[config.mk]
export PLATFORM = sky130hd
export DESIGN_NAME = d2x_div_pipe
export DESIGN_NICKNAME = d
export VERILOG_FILES = /design/src/rtl/d2x_pkg.sv /design/src/rtl/d2x_div_pipe.sv
export SDC_FILE = /design/constraint.sdc
export NUM_CORES = 1
export LEC_CHECK = 0
export BUFFER_PORTS_ARGS = -buffer_cell sky130_fd_sc_hd__buf_2
export CAP_MARGIN = 20
export CORE_ASPECT_RATIO = 1.1
export CORE_MARGIN = 3
export CORE_UTILIZATION = 45
export DETAILED_ROUTE_END_ITERATION = 12
export PLACE_DENSITY_LB_ADDON = 0.25
export SLEW_MARGIN = 20
export SYNTH_ARGS = -nofsm -noshare
export SYNTH_HDL_FRONTEND = slang
export SYNTH_SLANG_ARGS = --single-unit
[constraint.sdc]
create_clock -name clock -period 4.9 [get_ports clock]
set_clock_uncertainty 0.05 [all_clocks]
set_input_delay 0.49 -clock clock [delete_from_list [all_inputs] [get_ports clock]]
set_output_delay 0.49 -clock clock [all_outputs]
set_load 0.02 [all_outputs]
[src/rtl/d2x_pkg.sv]
`default_nettype none
// ----------------------------------------------------------------------------
// d2x_pkg: shared types and constants for disparity to xyz reprojection
// Fixed widths of the divider datapath, register indexes and range limits.
// ----------------------------------------------------------------------------
package d2x_pkg;

   // dividend is (product + 8*D) >> 4, divisor is the raw disparity code
   localparam int NUM_W   = 29;
   localparam int DEN_W   = 16;
   localparam int QUO_W   = 20;
   localparam int DIV_LAT = QUO_W + 1;

   localparam int CFG_W   = 16;
   localparam int XY_W    = 20;
   localparam int Z_W     = 16;

   localparam logic [XY_W-1:0]  XY_POS_MAX = 20'h7FFFF;
   localparam logic [XY_W-1:0]  XY_NEG_MIN = 20'h80000;
   localparam logic [Z_W-1:0]   Z_MAX      = 16'd40960;
   localparam logic [DEN_W-1:0] SMALL_D    = 16'd16;

   typedef enum logic [1:0] {
      CSR_FOCAL    = 2'd0,
      CSR_BASELINE = 2'd1,
      CSR_CENTER_U = 2'd2,
      CSR_CENTER_V = 2'd3
   } csr_index_type;

   typedef struct packed {
      logic             big;
      logic [QUO_W-1:0] quo;
   } div_res_type;

   typedef struct packed {
      logic valid;
      logic invalid;
      logic neg_x;
      logic neg_y;
   } side_type;

endpackage
`default_nettype wire

[src/rtl/d2x_div_pipe.sv]
`default_nettype none
// ----------------------------------------------------------------------------
// d2x_div_pipe: pipelined restoring divider
// One quotient bit per register stage. The first stage flags a quotient of
// 2**QUO_W or more; the low QUO_W quotient bits follow QUO_W stages later.
// ----------------------------------------------------------------------------
module d2x_div_pipe (
   input  wire logic                        clock,
   input  wire logic [d2x_pkg::NUM_W-1:0]   num,
   input  wire logic [d2x_pkg::DEN_W-1:0]   den,
   output      d2x_pkg::div_res_type        res
);
   import d2x_pkg::*;

   logic [DEN_W-1:0] rem_ff [DIV_LAT];
   logic [DEN_W-1:0] rem_in [DIV_LAT];
   logic [DEN_W-1:0] den_ff [DIV_LAT];
   logic [DEN_W-1:0] den_in [DIV_LAT];
   logic [QUO_W-1:0] low_ff [DIV_LAT];
   logic [QUO_W-1:0] low_in [DIV_LAT];
   logic [QUO_W-1:0] quo_ff [DIV_LAT];
   logic [QUO_W-1:0] quo_in [DIV_LAT];
   logic             big_ff [DIV_LAT];
   logic             big_in [DIV_LAT];
   logic [DEN_W:0]   trial  [DIV_LAT];
   logic             ge     [DIV_LAT];

   always_comb begin
      rem_in[0] = DEN_W'(num[NUM_W-1:QUO_W]);
      big_in[0] = DEN_W'(num[NUM_W-1:QUO_W]) >= den;
      low_in[0] = num[QUO_W-1:0];
      quo_in[0] = '0;
      den_in[0] = den;
      trial[0]  = '0;
      ge[0]     = 1'b0;
      for (int k = 1; k < DIV_LAT; k++) begin
         // shift in the next dividend bit, subtract where it fits
         trial[k]  = {rem_ff[k-1], low_ff[k-1][QUO_W-1]};
         ge[k]     = trial[k] >= {1'b0, den_ff[k-1]};
         rem_in[k] = ge[k] ? DEN_W'(trial[k] - {1'b0, den_ff[k-1]}) : trial[k][DEN_W-1:0];
         low_in[k] = {low_ff[k-1][QUO_W-2:0], 1'b0};
         quo_in[k] = {quo_ff[k-1][QUO_W-2:0], ge[k]};
         den_in[k] = den_ff[k-1];
         big_in[k] = big_ff[k-1];
      end
   end

   always_ff @(posedge clock) begin
      for (int k = 0; k < DIV_LAT; k++) begin
         rem_ff[k] <= rem_in[k];
         den_ff[k] <= den_in[k];
         low_ff[k] <= low_in[k];
         quo_ff[k] <= quo_in[k];
         big_ff[k] <= big_in[k];
      end
   end

   assign res = {big_ff[DIV_LAT-1], quo_ff[DIV_LAT-1]};

endmodule
`default_nettype wire

==> impl_metrics.env, run 1 <==
export IMPL_run_status="complete, no violations"
export IMPL_switchingPower_mw=9.71
export IMPL_sw_frac_of_total=0.320
export IMPL_setup_tns_ns=0
export IMPL_detail_route_first_pass_iterations=5
export IMPL_internal_power_mw=20.7
export IMPL_detail_route_iter0_violations=867
export IMPL_wl_per_cell_um=14.0
export IMPL_core_area_um2=86700
export IMPL_worst_ep_arrival_time_ns=4.21
export IMPL_drt_drc_violations_left=0
export IMPL_finalSetupViolCount=0
export IMPL_r2r_slack_ns=1.19
export IMPL_initial_standard_cell_utilization_of_the_core=0.456
export IMPL_peakVddDrop_v=0.000360
export IMPL_yosys_cell_types_count=75
export IMPL_tritoncts="done"
export IMPL_unrepaired_setup_endpoints_after_global_routing="false"
export IMPL_h_tree_depth=3
export IMPL_slew_viol_final=0
export IMPL_overflow=0
export IMPL_final_min_period_over_clock_period=0.756
export IMPL_power_sequential_fraction=0.381
export IMPL_later_pin_clock_latency_in_the_skew_report_ns=0.67
export IMPL_fin_crit_ns=3.71
export IMPL_path_clk_slew_ns=0.06
export IMPL_die_width_um=289
export IMPL_antenna_diode_count=0
export IMPL_maxClockFrequency_ghz=0.270
export IMPL_die_height_um=317
export IMPL_layout_commonest_cell="sky130_fd_sc_hd__dfxtp_1"
export IMPL_io_pins=67
export IMPL_synth_seq_cells=1074
export IMPL_number_of_antenna_violations_at_the_first_check_in_global_routing=0
export IMPL_fp_row_count=113
export IMPL_postSynth_topFlopCell="sky130_fd_sc_hd__dfxtp_1"
export IMPL_numClockSinks=1074
export IMPL_synthesis_area_per_instance_um2=10.7
export IMPL_grt_pass1_wl_mm=116
export IMPL_max_clock_path_buffers=3
export IMPL_synth_seq_area_share=0.544
export IMPL_min_from="low_ff[1][70]"
export IMPL_detail_route_antenna_nets=0
export IMPL_cts_buffer_count=105
export IMPL_grt_pass1_vias=25000
export IMPL_drt_vias_per_instance=4.88
export IMPL_via_count=24800
export IMPL_areaGrowthSynthToFinish_pct=14.1
export IMPL_layout_drive_gt1_share=0.109
export IMPL_fillers=7580
export IMPL_die_area_um2=91400
export IMPL_synth_nets=4072
export IMPL_worstReg2RegStart="den_ff[1][49]"
export IMPL_hold_viol_final=0
export IMPL_min_path_type="reg2reg"
export IMPL_crit_path_capture_type="flop"
export IMPL_io_buffers=66
export IMPL_startpoint_type="flop"
export IMPL_maximum_number_of_pins_on_one_net_before_global_route_repair=32
export IMPL_max_slew_worst_pin_slew_ns=0.969
export IMPL_mostFrequentLayoutCells="sky130_fd_sc_hd__dfxtp_1 (1074), sky130_fd_sc_hd__inv_1 (402), sky130_fd_sc_hd__ha_1 (323), sky130_fd_sc_hd__a21oi_1 (214), sky130_fd_sc_hd__nor2_1 (203)"
export IMPL_hold_ws_ns=0.263
export IMPL_worstReg2RegEnd="rem_ff[2][5]"
export IMPL_synth_warning_count=0
export IMPL_pwr_share_clk=0.272
export IMPL_hold_path_endpoint="low_ff[2][11]"
export IMPL_clk_root_buffer_cell="sky130_fd_sc_hd__clkbuf_16"
export IMPL_max_slew_margin=0.354
export IMPL_nNetsFinal=4233
export IMPL_worst_hold_path_num_cells=0
export IMPL_dpl_hpwl_mm=52.9
export IMPL_critical_path_class="reg2reg"
export IMPL_count_of_flip_flops_with_a_built_in_enable_after_synthesis=0
export IMPL_maxCapViolations=0
export IMPL_synthArstFlopShare=0
export IMPL_globalplace_congestion=0.893
export IMPL_critical_path_rt_ns=5.40
export IMPL_leakage_nw=20.7
export IMPL_routed_wirelength_mm=71.2
export IMPL_crit_fanout=17
export IMPL_cellPowerDensity_nw_per_um2=673
export IMPL_share_comb_of_total_power=0.347
export IMPL_postCtsSetupBuffers=0
export IMPL_synth_cell_area_um2=39500
export IMPL_gr_usage_all_layers=0.154
export IMPL_worst_r2r_cell_count=11
export IMPL_synthCells=3684
stage by stage:
step	cell area, um2	cells	util	setup WS (ns)	power, mW
2_1_floorplan	39500	3684	-	1.72	20.1
3_3_place_gp	41000	4843	0.473	1.24	22.1
3_5_place_dp	41000	4843	0.473	1.17	22.2
4_1_cts	45100	5083	0.520	1.16	30.7
5_1_grt	45100	5083	0.521	0.947	32.5
6_report	45100	5083	0.521	1.19	30.4
area by class of cell:
| cell class | count | area [um2] | share of cell area |
|---|---|---|---|
| clock buffer | 139 | 2940 | 0.0651 |
| clock inverter | 56 | 697 | 0.0154 |
| inverter | 402 | 1510 | 0.0334 |
| multi-input combinational | 2144 | 16200 | 0.359 |
| sequential | 1074 | 21500 | 0.476 |
| tap | 1150 | 1440 | 0.0319 |
| timing repair buffer | 118 | 833 | 0.0185 |
synthesized netlist by cell type (7+ instances only):
| master | number | area (um2) |
|---|---|---|
| sky130_fd_sc_hd__mux2i_1 | 26 | 260 |
| sky130_fd_sc_hd__dfxtp_1 | 1074 | 21500 |
| sky130_fd_sc_hd__nor3_1 | 50 | 250 |
| sky130_fd_sc_hd__nor2b_1 | 54 | 338 |
| sky130_fd_sc_hd__or2_2 | 11 | 68.8 |
| sky130_fd_sc_hd__and3_1 | 23 | 144 |
| sky130_fd_sc_hd__o21a_1 | 44 | 330 |
| sky130_fd_sc_hd__inv_1 | 402 | 1510 |
| sky130_fd_sc_hd__o2111ai_1 | 8 | 70.1 |
| sky130_fd_sc_hd__o211ai_1 | 10 | 75.1 |
| sky130_fd_sc_hd__xnor2_1 | 133 | 1160 |
| sky130_fd_sc_hd__nand2_1 | 154 | 578 |
| sky130_fd_sc_hd__o31ai_1 | 12 | 90.1 |
| sky130_fd_sc_hd__nand3_1 | 53 | 265 |
| sky130_fd_sc_hd__nor2_1 | 203 | 762 |
| sky130_fd_sc_hd__nor4_1 | 15 | 93.8 |
| sky130_fd_sc_hd__a211oi_1 | 14 | 105 |
| sky130_fd_sc_hd__xor2_1 | 82 | 718 |
| sky130_fd_sc_hd__buf_4 | 21 | 158 |
| sky130_fd_sc_hd__a21oi_1 | 214 | 1070 |
| sky130_fd_sc_hd__or3_1 | 13 | 81.3 |
| sky130_fd_sc_hd__o21bai_1 | 19 | 143 |
| sky130_fd_sc_hd__ha_1 | 323 | 4040 |
| sky130_fd_sc_hd__nand4_1 | 30 | 188 |
| sky130_fd_sc_hd__buf_2 | 14 | 70.1 |
| sky130_fd_sc_hd__nand2b_1 | 44 | 275 |
| sky130_fd_sc_hd__mux2_2 | 146 | 1640 |
| sky130_fd_sc_hd__o21ai_0 | 195 | 976 |
| sky130_fd_sc_hd__mux2_1 | 7 | 78.8 |
| sky130_fd_sc_hd__o31a_1 | 21 | 184 |
| sky130_fd_sc_hd__clkbuf_1 | 27 | 101 |
| sky130_fd_sc_hd__a21boi_0 | 9 | 67.6 |
| sky130_fd_sc_hd__and4_1 | 10 | 87.6 |
| sky130_fd_sc_hd__fa_1 | 19 | 380 |
| sky130_fd_sc_hd__a21o_1 | 87 | 653 |
| sky130_fd_sc_hd__a31oi_1 | 23 | 144 |
worst max-delay path by stage:
| stage | depth (start not counted) | slack [ns] | startpoint | end |
|---|---|---|---|---|
| CTS | 11 | 1.16 | den_ff[1][49] | rem_ff[2][5] |
| finish | 11 | 1.19 | den_ff[1][49] | rem_ff[2][5] |
| global placement | 11 | 1.24 | den_ff[1][49] | rem_ff[2][4] |
| global route | 11 | 0.95 | den_ff[1][49] | rem_ff[2][5] |
| detailed placement | 11 | 1.17 | den_ff[1][49] | rem_ff[2][5] |
| floorplan | 12 | 1.72 | den_ff[1][49] | rem_ff[2][10] |
flip-flops by register name, indices dropped and copies added (netlist names):
name,flops
rem_ff,313
low_ff,210
den_ff,320
quo_ff,210
big_ff,21
routing by layer:
metal / up-vias / wire, um / track usage
met5: - / 0 / 0
met1: 11400 / 27300 / 0.151
met4: 0 / 3100 / 0.0781
li1: 12900 / - / -
met2: 321 / 38600 / 0.309
met3: 183 / 2170 / 0.0252
cells by family after synthesis:
kind of cell	share of synthesized area
buf+inv	0.0469
flops	0.544
mux	0.0502
compound gates	0.117
xor+xnor	0.0476
simple gates	0.0829
fa+ha+maj	0.112
critical path, cell delays in order (launching register included):
cell	delay [ns]
sky130_fd_sc_hd__dfxtp_1	0.37
sky130_fd_sc_hd__inv_1	0.06
sky130_fd_sc_hd__ha_1	0.30
sky130_fd_sc_hd__nor2b_1	0.13
sky130_fd_sc_hd__o21a_1	0.19
sky130_fd_sc_hd__o21ai_2	0.13
sky130_fd_sc_hd__a31oi_1	0.16
sky130_fd_sc_hd__a2111oi_2	0.45
sky130_fd_sc_hd__nor2_1	0.13
sky130_fd_sc_hd__a311o_1	0.32
sky130_fd_sc_hd__a311oi_4	0.88
sky130_fd_sc_hd__mux2_2	0.43
power by group through the flow:
stage / sequential (mW) / combinational (mW) / clock, mW
after floorplan: 11.4 / 8.65 / 0
after global placement: 11.8 / 10.3 / 0
after detailed placement: 11.8 / 10.5 / 0
after CTS: 11.6 / 10.6 / 8.54
after global routing: 11.8 / 11.8 / 8.89
final: 11.6 / 10.6 / 8.26
timing repair:
item,CTS,global route
endpoints found under the hold margin,45,0
hold buffers,45,0
gates resized for setup,0,0
Note: power is estimated with default switching activity, not from simulation.
==> inputs of run 2 (changes only) <==
ABC_AREA = 1   (was unset)
clock period = 3.5 ns   (was 4.9 ns; I/O delays follow)
==> impl_metrics.env, run 2 <==
export IMPL_crit_buf_inv=3
export IMPL_critical_path_rt_ns=3.99
export IMPL_max_slew_worst_pin_slew_ns=0.622
export IMPL_fillers=10300
export IMPL_synth_seq_cells=1074
export IMPL_synth_nets=6744
export IMPL_path_clk_slew_ns=0.07
export IMPL_synthTopCellsByCount="sky130_fd_sc_hd__nand2_1 (2276), sky130_fd_sc_hd__inv_1 (1188), sky130_fd_sc_hd__dfxtp_1 (1074), sky130_fd_sc_hd__nand3_1 (478), sky130_fd_sc_hd__ha_1 (323)"
export IMPL_max_slew_margin=0.584
export IMPL_synth_largest_area_cell="sky130_fd_sc_hd__dfxtp_1"
export IMPL_maxClockFrequency_ghz=0.407
export IMPL_globalplace_congestion=0.914
export IMPL_detail_route_antenna_nets=0
export IMPL_power_total_mw=48.3
export IMPL_cellPowerDensity_nw_per_um2=910
export IMPL_timing_critical_path_mode_cell="sky130_fd_sc_hd__nand2_1"
export IMPL_later_pin_clock_latency_in_the_skew_report_ns=0.71
export IMPL_mostFrequentLayoutCells="sky130_fd_sc_hd__nand2_1 (2276), sky130_fd_sc_hd__inv_1 (1188), sky130_fd_sc_hd__dfxtp_1 (1074), sky130_fd_sc_hd__nand3_1 (478), sky130_fd_sc_hd__ha_1 (323)"
export IMPL_drt_drc_violations_left=0
export IMPL_io_pins=67
export IMPL_unrepaired_setup_endpoints_after_global_routing="false"
export IMPL_detailed_place_area_um2=48800
export IMPL_fin_crit_ns=2.45
export IMPL_cts_buffer_count=105
export IMPL_count_of_flip_flops_with_a_built_in_enable_after_synthesis=0
export IMPL_clk_root_buffer_cell="sky130_fd_sc_hd__clkbuf_16"
export IMPL_synthArstFlopShare=0
export IMPL_die_height_um=347
export IMPL_setup_tns_ns=0
export IMPL_min_path_type="reg2reg"
export IMPL_antenna_diode_count=0
export IMPL_register_area_um2=21500
export IMPL_die_area_um2=109000
export IMPL_core_area_um2=104000
export IMPL_numClockSinks=1074
export IMPL_register_with_the_most_flip_flops="den_ff"
export IMPL_initial_standard_cell_utilization_of_the_core=0.455
export IMPL_nNetsFinal=6881
export IMPL_io_buffers=66
export IMPL_overflow=0
export IMPL_synth_warning_count=0
export IMPL_fp_row_count=124
export IMPL_crit_path_capture_type="flop"
export IMPL_dpl_hpwl_mm=89.4
export IMPL_footprint_of_the_multi_input_gates_um2=20700
export IMPL_drt_vias_per_instance=4.69
export IMPL_via_count=37400
export IMPL_layout_drive_gt1_share=0.0565
export IMPL_max_clock_path_buffers=3
export IMPL_synthCells=6356
export IMPL_routed_wirelength_mm=113
export IMPL_yosys_cell_count_top_type="sky130_fd_sc_hd__nand2_1"
export IMPL_synth_top_cell_area_share=0.453
export IMPL_grt_pass1_wl_mm=183
export IMPL_tritoncts="done"
export IMPL_netlist_top_cells_area="sky130_fd_sc_hd__dfxtp_1 (45%), sky130_fd_sc_hd__nand2_1 (18%), sky130_fd_sc_hd__inv_1 (9.4%)"
export IMPL_finish_instance_area_um2=53100
export IMPL_run_status="complete, no violations"
export IMPL_layout_commonest_cell="sky130_fd_sc_hd__nand2_1"
export IMPL_crit_fanout=20
export IMPL_hold_ws_ns=0.222
export IMPL_number_of_antenna_violations_at_the_first_check_in_global_routing=1
export IMPL_maximum_number_of_pins_on_one_net_before_global_route_repair=21
export IMPL_postSynth_topFlopCell="sky130_fd_sc_hd__dfxtp_1"
export IMPL_biggestRegsByFlops="den_ff: 320 flops, rem_ff: 313 flops"
export IMPL_detail_route_first_pass_iterations=6
export IMPL_gr_usage_all_layers=0.206
export IMPL_cp_slowest_cell="sky130_fd_sc_hd__dfxtp_1"
export IMPL_number_of_flip_flops_under_the_largest_register_name=320
export IMPL_path_delay_family="simple AND/OR/NAND/NOR gates"
export IMPL_startpoint_type="flop"
export IMPL_peakVddDrop_v=0.000474
export IMPL_worst_ep_arrival_time_ns=2.94
export IMPL_final_min_period_over_clock_period=0.701
export IMPL_maxCapViolations=0
export IMPL_critical_path_class="reg2reg"
export IMPL_synth_seq_area_share=0.453
export IMPL_crit_path_cell_trace="inv_1 -> ha_1 -> nand2_1 -> nor2_1 -> nand3_1 -> nor2_1 -> nor2_1 -> nand2_1 -> buf_4 -> inv_1 -> nand2_1 -> nand2_1"
export IMPL_die_width_um=316
export IMPL_postLayoutCoreUtil=0.509
export IMPL_slew_viol_final=0
export IMPL_synthesis_area_per_instance_um2=7.46
export IMPL_wl_per_cell_um=14.2
export IMPL_hold_viol_final=0
export IMPL_h_tree_depth=3
export IMPL_detail_route_iter0_violations=2463
export IMPL_areaGrowthSynthToFinish_pct=11.8
export IMPL_crit_path_max_incr_delay_ns=0.46
export IMPL_grt_pass1_vias=36000
export IMPL_finalSetupViolCount=0
export IMPL_synth_cell_area_um2=47400
export IMPL_yosys_cell_types_count=43
export IMPL_leakage_nw=29.5
==> run 2: changes by cell type after synthesis, sizes merged, moves of 54 or more <==
| cell | change |
|---|---|
| inv | +794 |
| nand3 | +439 |
| xnor2 | -106 |
| nor2 | +59 |
| mux2 | -153 |
| a21o | -86 |
| nand2 | +2168 |
| nand4 | +57 |
| nor2b | -54 |
| o21ai | -181 |
==> run 2: power by group <==
group | internal (mW) | switching, mW
Sequential | 15.1 | 1.72
Clock | 6.95 | 4.94
Combinational | 6.78 | 12.8
==> run 2: repair_timing <==
action,4_1_cts,5_1_grt
hold buffers,45,0
hold endpoints to repair,46,0
setup buffers,0,0
gates resized for setup,0,0
endpoints found under the setup margin,0,0
==> run 2: worst paths after layout <==
| kind | start | to | slack, ns | cells past startpoint |
|---|---|---|---|---|
| worst max-delay path | den_ff[1][2] | rem_ff[1][18] | 1.05 | 12 |
| worst min-delay path | low_ff[1][5] | low_ff[1][26] | 0.22 | 0 |
| worst max register to register | den_ff[1][2] | rem_ff[1][18] | 1.05 | 12 |
| worst min register to register | low_ff[1][5] | low_ff[1][26] | 0.22 | 0 |
==> run 2: area by class of cell <==
type,count,area share
multi-input cells,3999,0.391
clock inverters,65,0.0170
well taps,1386,0.0327
clock buffers,128,0.0538
repair buffers,117,0.0156
flip-flops and latches,1074,0.405
inverters,1196,0.0846
==> run 2: layer usage <==
layer,GRT usage,vias to the layer above,part of all wire
met3,0.0268,206,0.040
met1,0.254,16700,0.44
met5,0,-,0.00011
met4,0.0688,2,0.031
li1,-,19700,-
met2,0.368,772,0.49
==> run 2: kinds of logic after synthesis <==
family | synth area share
buffers and inverters | 0.109
xor gates and xnor gates | 0.0214
AOI/OAI and AO/OA | 0.0257
DFF | 0.453
adders and majority gates | 0.0932
and+or+nand+nor | 0.297
==> run 2: through the flow <==
step	worst slack (ns)	instances
6_report	1.05	7965
5_1_grt	0.799	7965
4_1_cts	1.01	7965
3_5_place_dp	1.07	7727
3_3_place_gp	1.09	7727
2_1_floorplan	1.64	6356
